### config.mk
export PLATFORM = sky130hd
export DESIGN_NAME = epms_ram
export DESIGN_NICKNAME = d
export VERILOG_FILES = /design/src/rtl/ensemble_pvalue_minimum_search_assert.svh /design/src/rtl/epms_ram.sv
export SDC_FILE = /design/constraint.sdc
export NUM_CORES = 2
export LEC_CHECK = 0
export ABC_AREA = 1
export BUFFER_PORTS_ARGS = -buffer_cell sky130_fd_sc_hd__buf_2
export CAP_MARGIN = 20
export CELL_PAD_IN_SITES_DETAIL_PLACEMENT = 1
export CELL_PAD_IN_SITES_GLOBAL_PLACEMENT = 1
export CORE_MARGIN = 1.5
export CORE_UTILIZATION = 47
export CTS_BUF_LIST = sky130_fd_sc_hd__clkbuf_16
export CTS_CLUSTER_SIZE = 12
export DETAILED_ROUTE_END_ITERATION = 10
export PLACE_DENSITY_LB_ADDON = 0.1
export SYNTH_ARGS = -nofsm -noshare
export SYNTH_HDL_FRONTEND = slang
export SYNTH_SLANG_ARGS = --single-unit
### constraint.sdc
create_clock -name clk -period 1.94 [get_ports clk]
set_input_delay 0.194 -clock clk [delete_from_list [all_inputs] [get_ports clk]]
set_output_delay 0.194 -clock clk [all_outputs]
set_load 0.01 [all_outputs]
### src/rtl/ensemble_pvalue_minimum_search_assert.svh
// assertion macros for the ensemble p-value minimum search
`ifndef ENSEMBLE_PVALUE_MINIMUM_SEARCH_ASSERT_SVH
`define ENSEMBLE_PVALUE_MINIMUM_SEARCH_ASSERT_SVH
`ifndef SYNTH
`define EPMS_CHECK(lbl, prop) lbl: assert property (@(posedge clk) disable iff (!rst_n) prop) \
    else $error("epms check failed");
`define EPMS_CHECK_ALWAYS(lbl, prop) lbl: assert property (@(posedge clk) prop) \
    else $error("epms check failed");
`else
`define EPMS_CHECK(lbl, prop)
`define EPMS_CHECK_ALWAYS(lbl, prop)
`endif
`endif

### src/rtl/epms_ram.sv
// generic simple dual-port ram with registered read
module epms_ram #(
    parameter int WIDTH = 16,
    parameter int DEPTH = 256,
    parameter int AW    = (DEPTH > 1) ? $clog2(DEPTH) : 1
) (
    input  logic             clk,
    input  logic             we,
    input  logic [AW-1:0]    waddr,
    input  logic [WIDTH-1:0] wdata,
    input  logic [AW-1:0]    raddr,
    output logic [WIDTH-1:0] rdata
);

    logic [WIDTH-1:0] mem [DEPTH];
    logic [WIDTH-1:0] rdata_reg;

    always_ff @(posedge clk)
    begin
        if (we)
        begin
            mem[waddr] <= wdata;
        end
        rdata_reg <= mem[raddr];
    end

    assign rdata = rdata_reg;

endmodule

==> qor.txt <==
Slew Limit Fails - 0
Setup WS pre-CTS - -1.26 ns
TritonCTS clock tree - yes
Max_cap viols - 0
Crit-path max cell delay - 0.38 ns
Top cell type by total area after synthesis - edfxtp_1
Cells after Synth - 13617
Outcome - completed
Dpl hpwl - 367000 µm
Longest Clk Path Bufs - 4
Post-CTS setup buffer count - 0
Final hold vios - 0
Top cell type's share of synthesized area - 74.2%
Hold EP - rdata[10]
Most frequent cells in the layout - 4174 x nand2_1, 4096 x edfxtp_1, 3928 x nand3_1, 724 x buf_4, 512 x buf_12
Post-synth cell types - 15
Leak pwr - 0.0703 µW
Post-Syn Area per Cell - 12.2 µm²
Synth area leaders - edfxtp_1 74%, nand3_1 12%, nand2_1 9.5%
Worst Clk Skew - 0.0421 ns
Die height - 597 µm
Vias per cell - 6.01
Synth-to-layout area growth - 18.6%
Worst path cell trace - nand2_1 -> nand3_1 -> nand3_1 -> nand3_1 -> nand3_2 -> nand3_1 -> nand3_4 -> nand2_1 -> nand2_1 -> nand2_1
Largest net degree at the start of global routing - 96
RR Startpoint - mem[253][0]
Tot Pwr - 190000 µW
Pwr dens - 964 nW/µm²
Setup crit end kind - register
Initial core utilization - 47.3%
Total gr overflow - 0
Sequential area share after synthesis - 74.4%
Hold depth - 4
Setup_tns - 0 ns
Slowest CP cell - edfxtp_1
Worst-skew pair later-pin latency - 0.99 ns
Post-route antenna net violation count - 0
H-tree depth - 5
Setup violators final - 0
RSZ-0062 raised after global routing - yes
Yosys reg bits - 4112
First-pass GRT wire length - 837000 µm
Num rows - 217
Cts bufs inserted - 431
Util after Layout - 56.1%
Die area - 356000 µm²
Vias after detailed routing - 116302
Max IR drop VDD - 0.000793 V
Startpoint class of the critical path - register
Fmax - 516 MHz
Worst Reg-to-Reg Cells - 10
CTS Sinks - 4112
Ports - 50
Crit path max fanout - 1
Drt initial violations - 12798
Final setup margin - 0.00212 ns
Crit path time final - 1.94 ns
Ys Warns - 0
Hold Startpoint - raddr[7]
Root buffer cell - clkbuf_16
Slew @ Worst Pin - 1.21 ns
Clock-pin slew on the worst setup and hold paths - 0.06 ns
Max reg flops - 4096
PortBufs - 49
Placed Area - 183000 µm²
Worst slew margin - 19.5%
Fin crit share - 99.9%
Synth Cell Area - 166000 µm²
Share of cells above drive strength 1 - 13.6%
Critical Path AT - 2.80 ns
Net Count, Synth - 13651
Core area - 350000 µm²
Wire per inst - 29.9 µm
Nets - 14455
R2r endpoint - rdata[0]
Cell area after layout - 197000 µm²
GP Congestion - 0.885
Vias in the first global route - 119101
R2R setup slack - 0.002 ns
Antenna violations before repair - 41
DRC viols - 0
Pre-antenna DRT Iters - 5
Crit Path Category - register to register
Die width - 597 µm
Worst path required time - 2.80 ns
Leading cell type in the layout, fill and taps excluded - nand2_1
GRT Overall Usage - 32.2%
Worst hold path class - input port to register
Routed wire length - 579000 µm
## cell usage after synthesis
library cell / number
buf_4: 163
nand2_1: 4211
buf_12: 1
inv_1: 35
buf_6: 53
nor2_1: 283
edfxtp_1: 4096
buf_8: 1
inv_2: 2
buf_2: 495
inv_4: 2
buf_1: 70
nand3_1: 4035
clkbuf_1: 154
dfxtp_1: 16
## cell type report
class,count,area (µm²)
Antenna cell,17,42.5
Clock buffer,436,10900
Clock inverter,325,1870
Fill cell,34705,154000
Inverter,39,199
Multi-Input combinational cell,8529,38000
Sequential cell,4112,123000
Tap cell,4599,5750
Timing Repair Buffer,1308,16400
## worst max-delay path by stage
| stage | start | to | slack, ns | cells past startpoint |
|---|---|---|---|---|
| finish | mem[253][0] | rdata[0] | 0.002 | 10 |
| floorplan | we | mem[164][0] | -0.09 | 4 |
| detailed placement | raddr[0] | rdata[4] | -1.26 | 17 |
| global route | mem[142][1] | rdata[1] | -0.02 | 11 |
| global placement | raddr[0] | rdata[13] | -1.26 | 16 |
| CTS | mem[103][2] | rdata[2] | -0.06 | 11 |
## kinds of logic after synthesis
logic type / Yosys count / share of synthesized area, %
AND/OR/NAND/NOR: 8529 / 22.4
flip-flops: 4112 / 74.4
buffers and inverters: 976 / 3.21
## report_power, final
group / switching, µW / internal [µW] / total (µW)
combinational: 10300 / 4260 / 14500
clock: 34700 / 42200 / 76900
sequential: 156 / 97900 / 98100
## layer usage
layer  share of wire, %  global-route usage, %  vias to the layer above
met2                 47                   51.5                     4767
met4                4.2                   12.7                        8
met1                 41                   44.3                    60308
li1                   -                      -                    50271
met3                7.8                   5.02                      948
met5             0.0085                      0                        -
## what timing repair did
item                        CTS  global route
hold endpoints to repair   3374             0
setup endpoints to repair    24            16
hold buffers                 22             0
gates cloned                  0             0
gates resized for setup     113            62
pin swaps                     3            13
## worst max-delay path, delay by kind of cell, from the launching register on
kind          cells  cell delay, ns
simple gates     10            1.42
flops             1            0.38
## through the flow
step,hold slack (ns),std cells
CTS,0.0426,19348
global placement,0.573,18564
finish,0.0967,19365
floorplan,0.293,13617
detailed placement,0.587,18565
global route,0.0771,19358
Note: power is estimated with default switching activity, not from simulation.
