File: config.mk
export PLATFORM = sky130hd
export DESIGN_NAME = epms_div
export DESIGN_NICKNAME = d
export VERILOG_FILES = /design/src/rtl/ensemble_pvalue_minimum_search_assert.svh /design/src/rtl/epms_div.sv
export SDC_FILE = /design/constraint.sdc
export NUM_CORES = 1
export LEC_CHECK = 0
export BUFFER_PORTS_ARGS = -buffer_cell sky130_fd_sc_hd__buf_4
export CORE_MARGIN = 2
export CORE_UTILIZATION = 55
export DETAILED_ROUTE_END_ITERATION = 10
export PLACE_DENSITY_LB_ADDON = 0.15
export SLEW_MARGIN = 10
export SYNTH_ARGS = -nofsm -noshare
export SYNTH_HDL_FRONTEND = slang
export SYNTH_SLANG_ARGS = --single-unit
File: constraint.sdc
create_clock -name clk -period 5.2 [get_ports clk]
set_clock_uncertainty 0.1 [all_clocks]
set_input_delay 1.04 -clock clk [delete_from_list [all_inputs] [get_ports clk]]
set_output_delay 1.04 -clock clk [all_outputs]
set_load 0.01 [all_outputs]
File: src/rtl/ensemble_pvalue_minimum_search_assert.svh
// assertion macros for the ensemble p-value minimum search
`ifndef ENSEMBLE_PVALUE_MINIMUM_SEARCH_ASSERT_SVH
`define ENSEMBLE_PVALUE_MINIMUM_SEARCH_ASSERT_SVH
`ifndef SYNTH
`define EPMS_CHECK(lbl, prop) lbl: assert property (@(posedge clk) disable iff (!rst_n) prop) \
    else $error("epms check failed");
`define EPMS_CHECK_ALWAYS(lbl, prop) lbl: assert property (@(posedge clk) prop) \
    else $error("epms check failed");
`else
`define EPMS_CHECK(lbl, prop)
`define EPMS_CHECK_ALWAYS(lbl, prop)
`endif
`endif

File: src/rtl/epms_div.sv
// bit-serial signed floor divider
module epms_div #(
    parameter int NW = 51,
    parameter int DW = 19
) (
    input  logic                 clk,
    input  logic                 rst_n,
    input  logic                 start,
    input  logic signed [NW-1:0] num,
    input  logic signed [DW-1:0] den,
    output logic                 done,
    output logic signed [NW:0]   quo
);

    localparam int CW = $clog2(NW + 1);

    logic [NW-1:0] a_reg;
    logic [DW-1:0] b_reg;
    logic [DW-1:0] rem_reg;
    logic [CW-1:0] cnt_reg;
    logic          run_reg;
    logic          neg_reg;
    logic          done_reg;

    logic [DW:0]   trial;
    logic          fits;
    logic [NW:0]   qmag;

    assign trial = {rem_reg, a_reg[NW-1]};
    assign fits  = trial >= {1'b0, b_reg};

    always_ff @(posedge clk or negedge rst_n)
    begin
        if (!rst_n)
        begin
            run_reg  <= 1'b0;
            done_reg <= 1'b0;
            cnt_reg  <= '0;
        end
        else
        begin
            done_reg <= 1'b0;
            if (start)
            begin
                run_reg <= 1'b1;
                cnt_reg <= CW'(NW);
            end
            else if (run_reg)
            begin
                cnt_reg <= cnt_reg - 1'b1;
                if (cnt_reg == CW'(1))
                begin
                    run_reg  <= 1'b0;
                    done_reg <= 1'b1;
                end
            end
        end
    end

    always_ff @(posedge clk)
    begin
        if (start)
        begin
            a_reg   <= num[NW-1] ? (~num + 1'b1) : num;
            b_reg   <= den[DW-1] ? (~den + 1'b1) : den;
            rem_reg <= '0;
            neg_reg <= num[NW-1] ^ den[DW-1];
        end
        else if (run_reg)
        begin
            // quotient bits shift in where dividend bits shift out
            rem_reg <= fits ? DW'(trial - {1'b0, b_reg}) : trial[DW-1:0];
            a_reg   <= {a_reg[NW-2:0], fits};
        end
    end

    assign qmag = {1'b0, a_reg};
    assign quo  = neg_reg ? $signed(~qmag + 1'b1 - {{NW{1'b0}}, (rem_reg != '0)})
                          : $signed(qmag);
    assign done = done_reg;

endmodule

==> metrics.log <==
INFO  metric result_of_the_run = finished, final reports clean
INFO  metric setup_viol_count_final = 0
INFO  metric final-instance-count-excl-fill = 1605
INFO  metric first_global_vias = about 9000
INFO  metric maxCapViolations = 0
INFO  metric hold_buffers = 0
INFO  metric path_buf_inv = 2
INFO  metric criticalPathCategory = flop to output pin
INFO  metric leakagePower = between 5 and 6 nW
INFO  metric n_diodes = 0
INFO  metric worstMarginPinSlew = about 1200 ps
INFO  metric fin_worst_hold_slack = 380 ps
INFO  metric synth_seq_area_share = between 20% and 30%
INFO  metric utilization = roughly two thirds
INFO  metric clkLatencyLatePin = about 360 ps
INFO  metric final_min_period_over_clock_period = between 90% and 100%
INFO  metric max_slew_margin = 23.1%
INFO  metric placement.setup.worst_slack = about 50 ps
INFO  metric cpMostUsedCell = o31a_1
INFO  metric cts_tree = yes
INFO  metric worst_path_largest_cell_delay = 400 ps
INFO  metric worst-endpoint-required = approximately 4100 ps
INFO  metric boundaryPins = around 130
INFO  metric yosysUniqueCellTypes = 80
INFO  metric cts_num_sinks = 98
INFO  metric crit_family = simple AND/OR/NAND/NOR gates
INFO  metric fillerInstances = about 1600
INFO  metric placed_cells = 1578
INFO  metric grt_pass1_wl = 43.9 mm
INFO  metric floorplan.die_area = between 15000 and 20000 um^2
INFO  metric postRouteWirelength = roughly 28 mm
INFO  metric ys_seq_elements = between 90 and 100
INFO  metric wl_per_cell = about 17 um
INFO  metric max-vdd-ir-drop = roughly 0.2 mV
INFO  metric fp.dieW = between 100 and 150 um
INFO  metric nets = between 1500 and 2000
INFO  metric cts-root-to-sink-buffers = 2
INFO  metric cts_max_level = 3
INFO  metric core.rowCount = 49
INFO  metric yosys_warnings = 0
INFO  metric area.growth.synth_to_final = 17.0%
INFO  metric num_vias = just under 10000
INFO  metric synth_flop_cell = edfxtp_1
INFO  metric hpwlAfterDp = slightly above 20 mm
INFO  metric count_of_port_buffers_added_during_placement = 125
INFO  metric critical-path-slowest-cell = or4_1
INFO  metric drtPass1Iterations = 5
INFO  metric largest_reg_flops = 51
INFO  metric number_of_instances_in_the_synthesized_netlist = approximately 1300
INFO  metric clock_pin_slew_worst_setup_and_hold_paths = ~70 ps
INFO  metric total_routing_resource_utilization_after_global_routing = ~27%
INFO  metric cts-buffers-inserted = 9
INFO  metric worstPathCellList = nor4_4 > nand4_1 > nor4_2 > ha_2 > ha_4 > inv_2 > ha_4 > or2_4 > a21oi_4 > o22ai_4 > o31a_1 > o31a_1 > o31a_1 > or4_1 > nand3_1 > buf_4
INFO  metric layout.cells.most_common = buf_4
INFO  metric post_synth.cell_area_avg = 7.93 um^2
INFO  metric worst_hold_path_type = primary input to async pin
INFO  metric synth_top_cells_by_area = edfxtp_1 21%, ha_1 9.6%, a21oi_1 6.5%
INFO  metric routability_driven_placement_congestion_ratio = about 0.95
INFO  metric design.core.area = 18000 um^2
INFO  metric drc = 0
INFO  metric floorplan.initialDensity = roughly 56%
INFO  metric finalPower = between 3 and 4 mW
INFO  metric synth_enable_flop_cells = slightly above 70
INFO  metric grt_max_degree = a little under 80
INFO  metric floorplan.die.height = approximately 140 um
INFO  metric grt_setup_unrepaired = true
INFO  metric number_of_max_slew_violations_in_the_final_report = 0
INFO  metric route.detailed.vias_per_inst = between 6 and 7
INFO  metric antenna_violating_nets_post_route = 0
INFO  metric drt-initial-drc-count = about 800
INFO  metric min_period = 5190 ps
INFO  metric mappedNetlistArea = between 10000 and 15000 um^2
INFO  metric power_density = between 300 and 400 nW/um^2
INFO  metric layout_setup_ws = approximately 14 ps
INFO  metric synthArstFlopShare = 8.16%
INFO  metric final_hold_viol_count = 0
INFO  metric number_of_antenna_violations_at_the_first_check_in_global_routing = 0
INFO  metric critPathLaunchType = flop
INFO  metric crit_cells = 16
INFO  metric grt_overflow_total = 0
INFO  metric final_layout_size_suffix_gt1_share = ~16%
INFO  metric clock.fmax = 193 MHz
INFO  metric timing.critical_path.to_type = output pin
INFO  metric mostFrequentLayoutCells = 146 x buf_4, 131 x a21oi_1, 123 x nand2_1, 114 x nor2_1, 97 x inv_1
INFO  metric synth_nets = 1418
INFO  metric path_max_fanout = 5
INFO  metric worst-endpoint-arrival = between 4000 and 5000 ps
INFO  metric worst_r2r_path_depth = 11
INFO  metric cts-root-buf = clkbuf_16
INFO  metric synth_top_cell_by_area = edfxtp_1
INFO  metric synth_largest_type_area_fraction = a little over a fifth
[where the power goes]
group	leakage, nW	internal, mW	switching [mW]
registers	0.962	0.923	0.0669
clock network	0.149	0.382	0.326
logic	4.07	0.799	1.03
[repair_timing]
item / 4_1_cts / 5_1_grt
pin swaps: 17 / 12
setup buffers: 8 / 3
setup endpoints to repair: 18 / 23
gates resized for setup: 32 / 10
[final cells by class]
type | count | area, um^2 | share of cell area (%)
flip-flops and latches | 98 | 2720 | 23.2
repair buffers | 147 | 1110 | 9.42
multi-input cells | 1017 | 6960 | 59.2
clock inverters | 7 | 83.8 | 0.713
inverters | 98 | 368 | 3.13
clock buffers | 9 | 225 | 1.92
well taps | 229 | 287 | 2.44
[Yosys cell counts (all sizes together) (3+ instances only)]
library cell / instances
xor2: 71
o22ai: 3
or2: 12
and2: 5
a21oi: 132
a21boi: 3
or4: 14
dfxtp: 19
buf: 6
a41oi: 3
nand4: 20
a21o: 37
o211ai: 8
edfxtp: 71
clkbuf: 48
a211o: 4
o211a: 3
o21a: 14
and3: 10
inv: 98
o21bai: 10
nor2: 115
dfrtp: 8
nor3: 22
nand2b: 16
o31a: 6
nor2b: 11
a2111oi: 6
ha: 77
a31oi: 7
nand3: 22
nor4: 15
mux2i: 15
or3: 12
a311oi: 14
nand2: 123
a211oi: 15
a2111o: 3
nand3b: 5
o41ai: 10
o311ai: 5
o21ai: 81
xnor2: 37
o31ai: 25
[kinds of logic after synthesis]
family | synth area share [%]
flops | 27.0
xor+xnor | 9.42
buf+inv | 5.70
simple gates | 20.2
compound gates | 26.2
fa+ha+maj | 9.79
mux | 1.72
[routing by layer]
layer  track usage [%]  wire [um]  vias to the layer above
li1                  -          -                     4845
met1              38.1      12700                     4617
met2              45.6      12900                      326
met3              2.87       1540                       38
met4              8.13        542                        0
met5                 0          0                        -
[final timing paths]
path / start / endpoint / slack [ps]
max: rem_reg[2]$_SDFFE_PP0P_ / quo[25] / 10
min: rst_n / cnt_reg[1]$_DFFE_PN0P_ / 380
max reg2reg: a_reg[50]$_DFFE_PP_ / rem_reg[11]$_SDFFE_PP0P_ / 1680
min reg2reg: rem_reg[6]$_SDFFE_PP0P_ / rem_reg[7]$_SDFFE_PP0P_ / 420
max in group asynchronous: rst_n / run_reg$_DFF_PN0_ / 4490
min in group clk: rem_reg[6]$_SDFFE_PP0P_ / rem_reg[7]$_SDFFE_PP0P_ / 420
[through the flow]
stage	area, um^2	setup TNS (ps)
global placement	11100	0
global route	11800	-149
floorplan	10000	0
detailed placement	11100	0
finish	11800	0
CTS	11700	-153
Note: power is estimated with default switching activity, not from simulation.
