$ cat src/rtl/ensemble_pvalue_minimum_search_assert.svh
// assertion macros for the ensemble p-value minimum search
`ifndef ENSEMBLE_PVALUE_MINIMUM_SEARCH_ASSERT_SVH
`define ENSEMBLE_PVALUE_MINIMUM_SEARCH_ASSERT_SVH
`ifndef SYNTH
`define EPMS_CHECK(lbl, prop) lbl: assert property (@(posedge clk) disable iff (!rst_n) prop) \
    else $error("epms check failed");
`define EPMS_CHECK_ALWAYS(lbl, prop) lbl: assert property (@(posedge clk) prop) \
    else $error("epms check failed");
`else
`define EPMS_CHECK(lbl, prop)
`define EPMS_CHECK_ALWAYS(lbl, prop)
`endif
`endif

$ cat src/rtl/epms_pkg.sv
// shared types and constants for the ensemble p-value minimum search
package epms_pkg;

    localparam int DEF_MAX_POINTS = 256;
    localparam int DEF_MAX_SIMS   = 64;
    localparam int DEF_MAX_SEARCH = 1024;

    localparam int NP_W = 13;
    localparam int NS_W = 7;
    localparam int NQ_W = 17;

    localparam logic signed [15:0] MINUS_ONE      = -16'sd16384;
    localparam logic signed [15:0] NEAR_MINUS_ONE = -16'sd16368;

    typedef enum logic [1:0] {
        CMD_GRID  = 2'd0,
        CMD_CURVE = 2'd1,
        CMD_RUN   = 2'd2,
        CMD_NONE  = 2'd3
    } cmd_t;

    typedef enum logic [2:0] {
        REG_POINTS = 3'd0,
        REG_SIMS   = 3'd1,
        REG_SEARCH = 3'd2,
        REG_START  = 3'd3,
        REG_END    = 3'd4
    } reg_idx_t;

    typedef struct packed {
        logic [NP_W-1:0]   np;
        logic [NS_W-1:0]   ns;
        logic [NQ_W-1:0]   nq;
        logic signed [15:0] start;
        logic signed [15:0] stop;
    } cfg_t;

    typedef struct packed {
        logic [NS_W-1:0]    cnt;
        logic signed [15:0] x;
    } best_t;

    typedef enum logic [4:0] {
        S_IDLE,
        S_GF_A,
        S_GL_A,
        S_GL_D,
        S_XMUL,
        S_XDIV_GO,
        S_XDIV_W,
        S_RANGE,
        S_SCAN_A,
        S_SCAN_D,
        S_SEG_A,
        S_SEG_B,
        S_SEG_D,
        S_CRV_A,
        S_CRV_B,
        S_CRV_D,
        S_CRV_MUL,
        S_CRV_DIV,
        S_CRV_W,
        S_CNT_S,
        S_CNT_SD,
        S_CNT_A,
        S_CNT_D,
        S_BEST_A,
        S_BEST_D,
        S_OUT_A,
        S_OUT_D
    } state_t;

endpackage

$ cat src/rtl/epms_cfg.sv
// configuration registers behind the apb port, with range clamping
module epms_cfg #(
    parameter int MAX_POINTS = epms_pkg::DEF_MAX_POINTS,
    parameter int MAX_SIMS   = epms_pkg::DEF_MAX_SIMS,
    parameter int MAX_SEARCH = epms_pkg::DEF_MAX_SEARCH
) (
    input  logic           clk,
    input  logic           rst_n,
    input  logic           psel,
    input  logic           penable,
    input  logic           pwrite,
    input  logic [4:0]     paddr,
    input  logic [31:0]    pwdata,
    output logic [31:0]    prdata,
    output logic           pready,
    output epms_pkg::cfg_t cfg
);
    import epms_pkg::*;

    logic [8:0]         points_reg;
    logic [6:0]         sims_reg;
    logic [10:0]        search_reg;
    logic signed [15:0] start_reg;
    logic signed [15:0] end_reg;
    logic               wr;
    reg_idx_t           idx;
    logic [NP_W-1:0]    np_raw;
    logic [NQ_W-1:0]    nq_raw;

    assign wr     = psel && penable && pwrite;
    assign idx    = reg_idx_t'(paddr[4:2]);
    assign pready = 1'b1;

    always_ff @(posedge clk or negedge rst_n)
    begin
        if (!rst_n)
        begin
            points_reg <= 9'd2;
            sims_reg   <= 7'd1;
            search_reg <= 11'd2;
            start_reg  <= MINUS_ONE;
            end_reg    <= 16'sd16384;
        end
        else if (wr)
        begin
            unique case (idx)
                REG_POINTS: points_reg <= pwdata[8:0];
                REG_SIMS:   sims_reg   <= pwdata[6:0];
                REG_SEARCH: search_reg <= pwdata[10:0];
                REG_START:  start_reg  <= pwdata[15:0];
                REG_END:    end_reg    <= pwdata[15:0];
                default:    ;
            endcase
        end
    end

    always_comb
    begin
        unique case (idx)
            REG_POINTS: prdata = {23'd0, points_reg};
            REG_SIMS:   prdata = {25'd0, sims_reg};
            REG_SEARCH: prdata = {21'd0, search_reg};
            REG_START:  prdata = {16'd0, start_reg};
            REG_END:    prdata = {16'd0, end_reg};
            default:    prdata = 32'd0;
        endcase
    end

    assign np_raw = {{(NP_W-9){1'b0}}, points_reg};
    assign nq_raw = {{(NQ_W-11){1'b0}}, search_reg};

    always_comb
    begin
        if (np_raw < NP_W'(2))
            cfg.np = NP_W'(2);
        else if (np_raw > NP_W'(MAX_POINTS))
            cfg.np = NP_W'(MAX_POINTS);
        else
            cfg.np = np_raw;

        if (sims_reg < NS_W'(1))
            cfg.ns = NS_W'(1);
        else if (sims_reg > NS_W'(MAX_SIMS))
            cfg.ns = NS_W'(MAX_SIMS);
        else
            cfg.ns = sims_reg;

        if (nq_raw < NQ_W'(2))
            cfg.nq = NQ_W'(2);
        else if (nq_raw > NQ_W'(MAX_SEARCH))
            cfg.nq = NQ_W'(MAX_SEARCH);
        else
            cfg.nq = nq_raw;

        // exact -1.0 would sit on the grid edge, use -0.999 instead
        cfg.start = (start_reg == MINUS_ONE) ? NEAR_MINUS_ONE : start_reg;
        cfg.stop  = end_reg;
    end

endmodule

$ cat config.mk
export PLATFORM = sky130hd
export DESIGN_NAME = epms_cfg
export DESIGN_NICKNAME = d
export VERILOG_FILES = /design/src/rtl/ensemble_pvalue_minimum_search_assert.svh /design/src/rtl/epms_pkg.sv /design/src/rtl/epms_cfg.sv
export SDC_FILE = /design/constraint.sdc
export NUM_CORES = 1
export LEC_CHECK = 0
export ABC_AREA = 1
export BUFFER_PORTS_ARGS = -buffer_cell sky130_fd_sc_hd__buf_2
export CELL_PAD_IN_SITES_DETAIL_PLACEMENT = 1
export CELL_PAD_IN_SITES_GLOBAL_PLACEMENT = 1
export CORE_MARGIN = 2
export CORE_UTILIZATION = 36
export CTS_CLUSTER_DIAMETER = 150
export CTS_CLUSTER_SIZE = 20
export DETAILED_ROUTE_END_ITERATION = 6
export GPL_TIMING_DRIVEN = 0
export PLACE_DENSITY = 0.94
export SYNTH_ARGS = -nofsm -noshare
export SYNTH_HDL_FRONTEND = slang
export SYNTH_SLANG_ARGS = --single-unit
$ cat constraint.sdc
create_clock -name clk -period 3.1 [get_ports clk]
set_clock_uncertainty 0.2 [all_clocks]
set_input_delay 0.31 -clock clk [delete_from_list [all_inputs] [get_ports clk]]
set_output_delay 0.31 -clock clk [all_outputs]
set_load 0.02 [all_outputs]
==> reports/results.txt <==
For the clock network latency to the later pin of the worst-skew pair, the log shows 0.34 ns. The clock tree synthesis step divided the H-tree into 3 levels. Of the post-synthesis cell area, the dominant cell type holds 39.72%. The path class of the tightest hold or removal check is in2reg.

Ranked by total cell area, the synthesized netlist is headed by sky130_fd_sc_hd__dfrtp_1 40%, sky130_fd_sc_hd__nand2_1 16%, sky130_fd_sc_hd__buf_4 6.7%. After detailed routing, the average wire length per cell comes to 15.52 um. Counting instances, the worst hold path has a depth of 3. The final critical path time including I/O delays and setup came out at 2.281 ns. The tools report the cell leakage power as 2.429 nW. Summing every instance area after synthesis gives 0.003339 mm^2.

The floorplan step set the die width to 100.3 um. The logs give 144 for the number of ports placed on the die boundary and 0 for the antenna violation net count after detailed routing. For this block, the routed nets add up to 10.87 mm of wire. Along the worst path, the maximum fanout reaches 8. Max-cap violations in this run came to 0. The die area is 0.01006 mm^2, and the post-route total power is 2.723 mW. The tools report the critical path arrival as 1.77 ns. The number of enable-type register cells in the synthesized netlist came out at 0.

The most used standard cell by instance count after synthesis is sky130_fd_sc_hd__nand2_1. The number of antenna diodes in the final layout is 0. Pin count of the biggest net entering global routing: 60. Compared with the post-synthesis result, the final layout area differs by 28.55%.

The total of warnings raised by yosys came out at 0. Predominant post-synthesis flop cell: sky130_fd_sc_hd__dfrtp_1. The tree is rooted in a sky130_fd_sc_hd__clkbuf_8. The logs give 0.9302 for the final estimated routing congestion in global placement and 9 for the CTS buffer count. Measured along the y axis, the die boundary spans 100.3 um. The required time of the critical path was 2.59 ns; the worst path buffer plus inverter count was 1.

The via count of the first global-routing pass is 3,275, and the headroom to the max-slew limit is 49.23%. In the routed design, unresolved DRC markers number 0. The total count of max-transition violations in the final report is 0, and the largest voltage drop on the vdd net is 327.0 uV. Global routing finished with a remaining overflow of 0. The synthesized area divided by synthesized cell count is 7.471 um^2.

In the synthesized netlist, the cells that appear most often are 146 x sky130_fd_sc_hd__nand2_1, 53 x sky130_fd_sc_hd__dfrtp_1, 42 x sky130_fd_sc_hd__inv_1. The logs give 438.3 MHz for the top achievable clock speed and 44.44% for the share of synthesized area occupied by flip-flops and latches. The flow ran to the end, and the final reports show no timing, DRC or antenna violations. The critical path goes through or2_2, nor2_1, nand2_1, a21boi_0, buf_2. For the number of iterations in the first detailed-routing pass, the log shows 4. The worst setup path is of the reg2out kind. For the worst flop-to-flop path, the logic depth is 3. The tools report the net total in the final layout as 626. The kind of end point of the critical path was an output port. Summed over all nets, the half-perimeter wirelength after detailed placement is 8.158 mm. The flip-flop and latch count after synthesis works out to 59. Synthesis instantiated 31 different standard cells from the library. The proportion of layout cells with a drive suffix above 1 is 30.05%. Grouping stages by cell kind, the critical path spends the most delay in simple AND/OR/NAND/NOR gates. Setup violations remaining at the end of the flow were counted as 0. The number of setup buffers added after CTS is 0. The first global-routing pass estimated 16.91 mm of wire. The clock transition time at the flip-flop clock pins of the worst setup and hold paths was 0.06 ns.

The logs give 447 for the synthesized instance count and 36.66% for the starting utilization of the core area. Buffers placed on the I/O ports in this run total 98. The share of flip-flops with an asynchronous set or reset after synthesis is 100.0%. Across every metal layer, demand over resource in global routing totals 22.03%. The slowest stage cell on the critical path was sky130_fd_sc_hd__dfrtp_1. In this run, the number of DRC markers left after iteration 0 of detailed routing was 141. Of the available clock period, the critical path in the final layout requires 73.59%. Counting every sink on the clock net gives 59.

Setup total negative slack on the finished layout was measured at 0 ns. The element type at the critical path start was a flip-flop. After detailed routing, the number of vias per cell comes to 4.769. Summing over every cut layer, the via total after detailed routing is 3,338. In this run the number of cells on the critical path is 5. With fillers left out, the area of the finished cells amounts to 0.004293 mm^2.

The stage delay of the slowest cell on the critical path is 0.42 ns. The initial antenna violation count was 0. The slew at the pin closest to its max-slew limit is 0.7616 ns. The biggest area contributor in the post-synthesis netlist is sky130_fd_sc_hd__dfrtp_1.

In this run the deepest clock path goes through 2 buffers. In this run the core area contains 35 standard-cell rows. The tools report the worst hold slack after final layout as 0.01190 ns. TritonCTS built the clock tree. Setup repair after global routing left no endpoint under its margin.

The final-report hold violation count was 0. The placed instances occupy a cell area of 0.004063 mm^2. The total area inside the core boundary comes to 0.009109 mm^2. Power per cell area: 634.2 mW/mm^2.
[path summary, 6_finish.rpt]
path	start	to	slack, ns
worst max-delay path	search_reg[2]	cfg[36]	0.82
worst min-delay path	pwdata[13]	end_reg[13]	0.01
worst max register to register	search_reg[10]	search_reg[10]	1.89
worst min register to register	end_reg[14]	end_reg[14]	0.29
max in group asynchronous	rst_n	search_reg[0]	1.81
min in group asynchronous	rst_n	end_reg[4]	0.37
[power by group]
part | internal [mW] | total (mW) | switching, mW
Sequential | 0.924 | 1.08 | 0.155
Combinational | 0.320 | 0.923 | 0.603
Clock | 0.415 | 0.720 | 0.305
[layer usage]
| layer | track usage, % | vias up | share of wire [%] |
|---|---|---|---|
| li1 | - | 1600 | - |
| met1 | 27.09 | 1594 | 43 |
| met2 | 37.43 | 117 | 48 |
| met3 | 4.944 | 27 | 5.8 |
| met4 | 8.957 | 0 | 3.2 |
| met5 | 0 | - | 0 |
[kinds of logic (layout without fill, tap and decap cells)]
group / after synthesis / count (layout) / share of synthesized area [%]
AND/OR/NAND/NOR: 201 / 201 / 25.22
AO/OA/AOI/OAI: 80 / 80 / 13.79
flip-flops: 59 / 59 / 44.44
other: 2 / 27 / 0.2249
buffers and inverters: 105 / 222 / 16.34
[worst reg2reg max path, stage by stage (launching register included)]
cell                       delay (ns)
sky130_fd_sc_hd__dfrtp_1         0.42
sky130_fd_sc_hd__clkbuf_1        0.33
sky130_fd_sc_hd__nand2_1         0.11
sky130_fd_sc_hd__o21ai_1         0.08
[cells in the final DEF (no fill, tap or decap), types with 2 or more instances in the layout]
master	count
sky130_fd_sc_hd__o21ai_1	36
sky130_fd_sc_hd__dlygate4sd3_1	3
sky130_fd_sc_hd__inv_1	42
sky130_fd_sc_hd__dfstp_2	6
sky130_fd_sc_hd__nor2_1	33
sky130_fd_sc_hd__dfrtp_1	53
sky130_fd_sc_hd__nand2_2	3
sky130_fd_sc_hd__inv_2	2
sky130_fd_sc_hd__buf_2	104
sky130_fd_sc_hd__buf_4	31
sky130_fd_sc_hd__a21boi_0	9
sky130_fd_sc_hd__conb_1	27
sky130_fd_sc_hd__nand3_1	5
sky130_fd_sc_hd__o21ai_2	7
sky130_fd_sc_hd__buf_6	4
sky130_fd_sc_hd__a22o_1	2
sky130_fd_sc_hd__nand2_1	146
sky130_fd_sc_hd__clkbuf_1	23
sky130_fd_sc_hd__o21ai_0	21
sky130_fd_sc_hd__clkbuf_8	11
sky130_fd_sc_hd__nor3_1	2
sky130_fd_sc_hd__nand4_1	4
sky130_fd_sc_hd__a21oi_1	3
[area by class of cell]
type	instances	area (um^2)
buffer	61	380.4
clock buffer	14	162.7
clock inverter	2	35.03
fill	1197	4816
inverter	44	165.2
multi-input combinational	308	1404
sequential	59	1484
tap	111	138.9
timing repair buffer	101	523.0
[metrics by stage]
step / util, % / cells / setup slack (ns)
final: 47.13 / 700 / 0.8187
after global routing: 47.13 / 700 / 0.6725
after CTS: 46.99 / 699 / 0.7917
after detailed placement: 44.60 / 681 / 1.072
after global placement: 44.60 / 681 / 1.094
after floorplan: - / 472 / 1.202
[timing repair]
item                                    4_1_cts  5_1_grt
endpoints found under the setup margin        0        0
hold buffers                                  2        1
endpoints found under the hold margin         2       53
resized for setup                             0        0
Note: power is estimated with default switching activity, not from simulation.
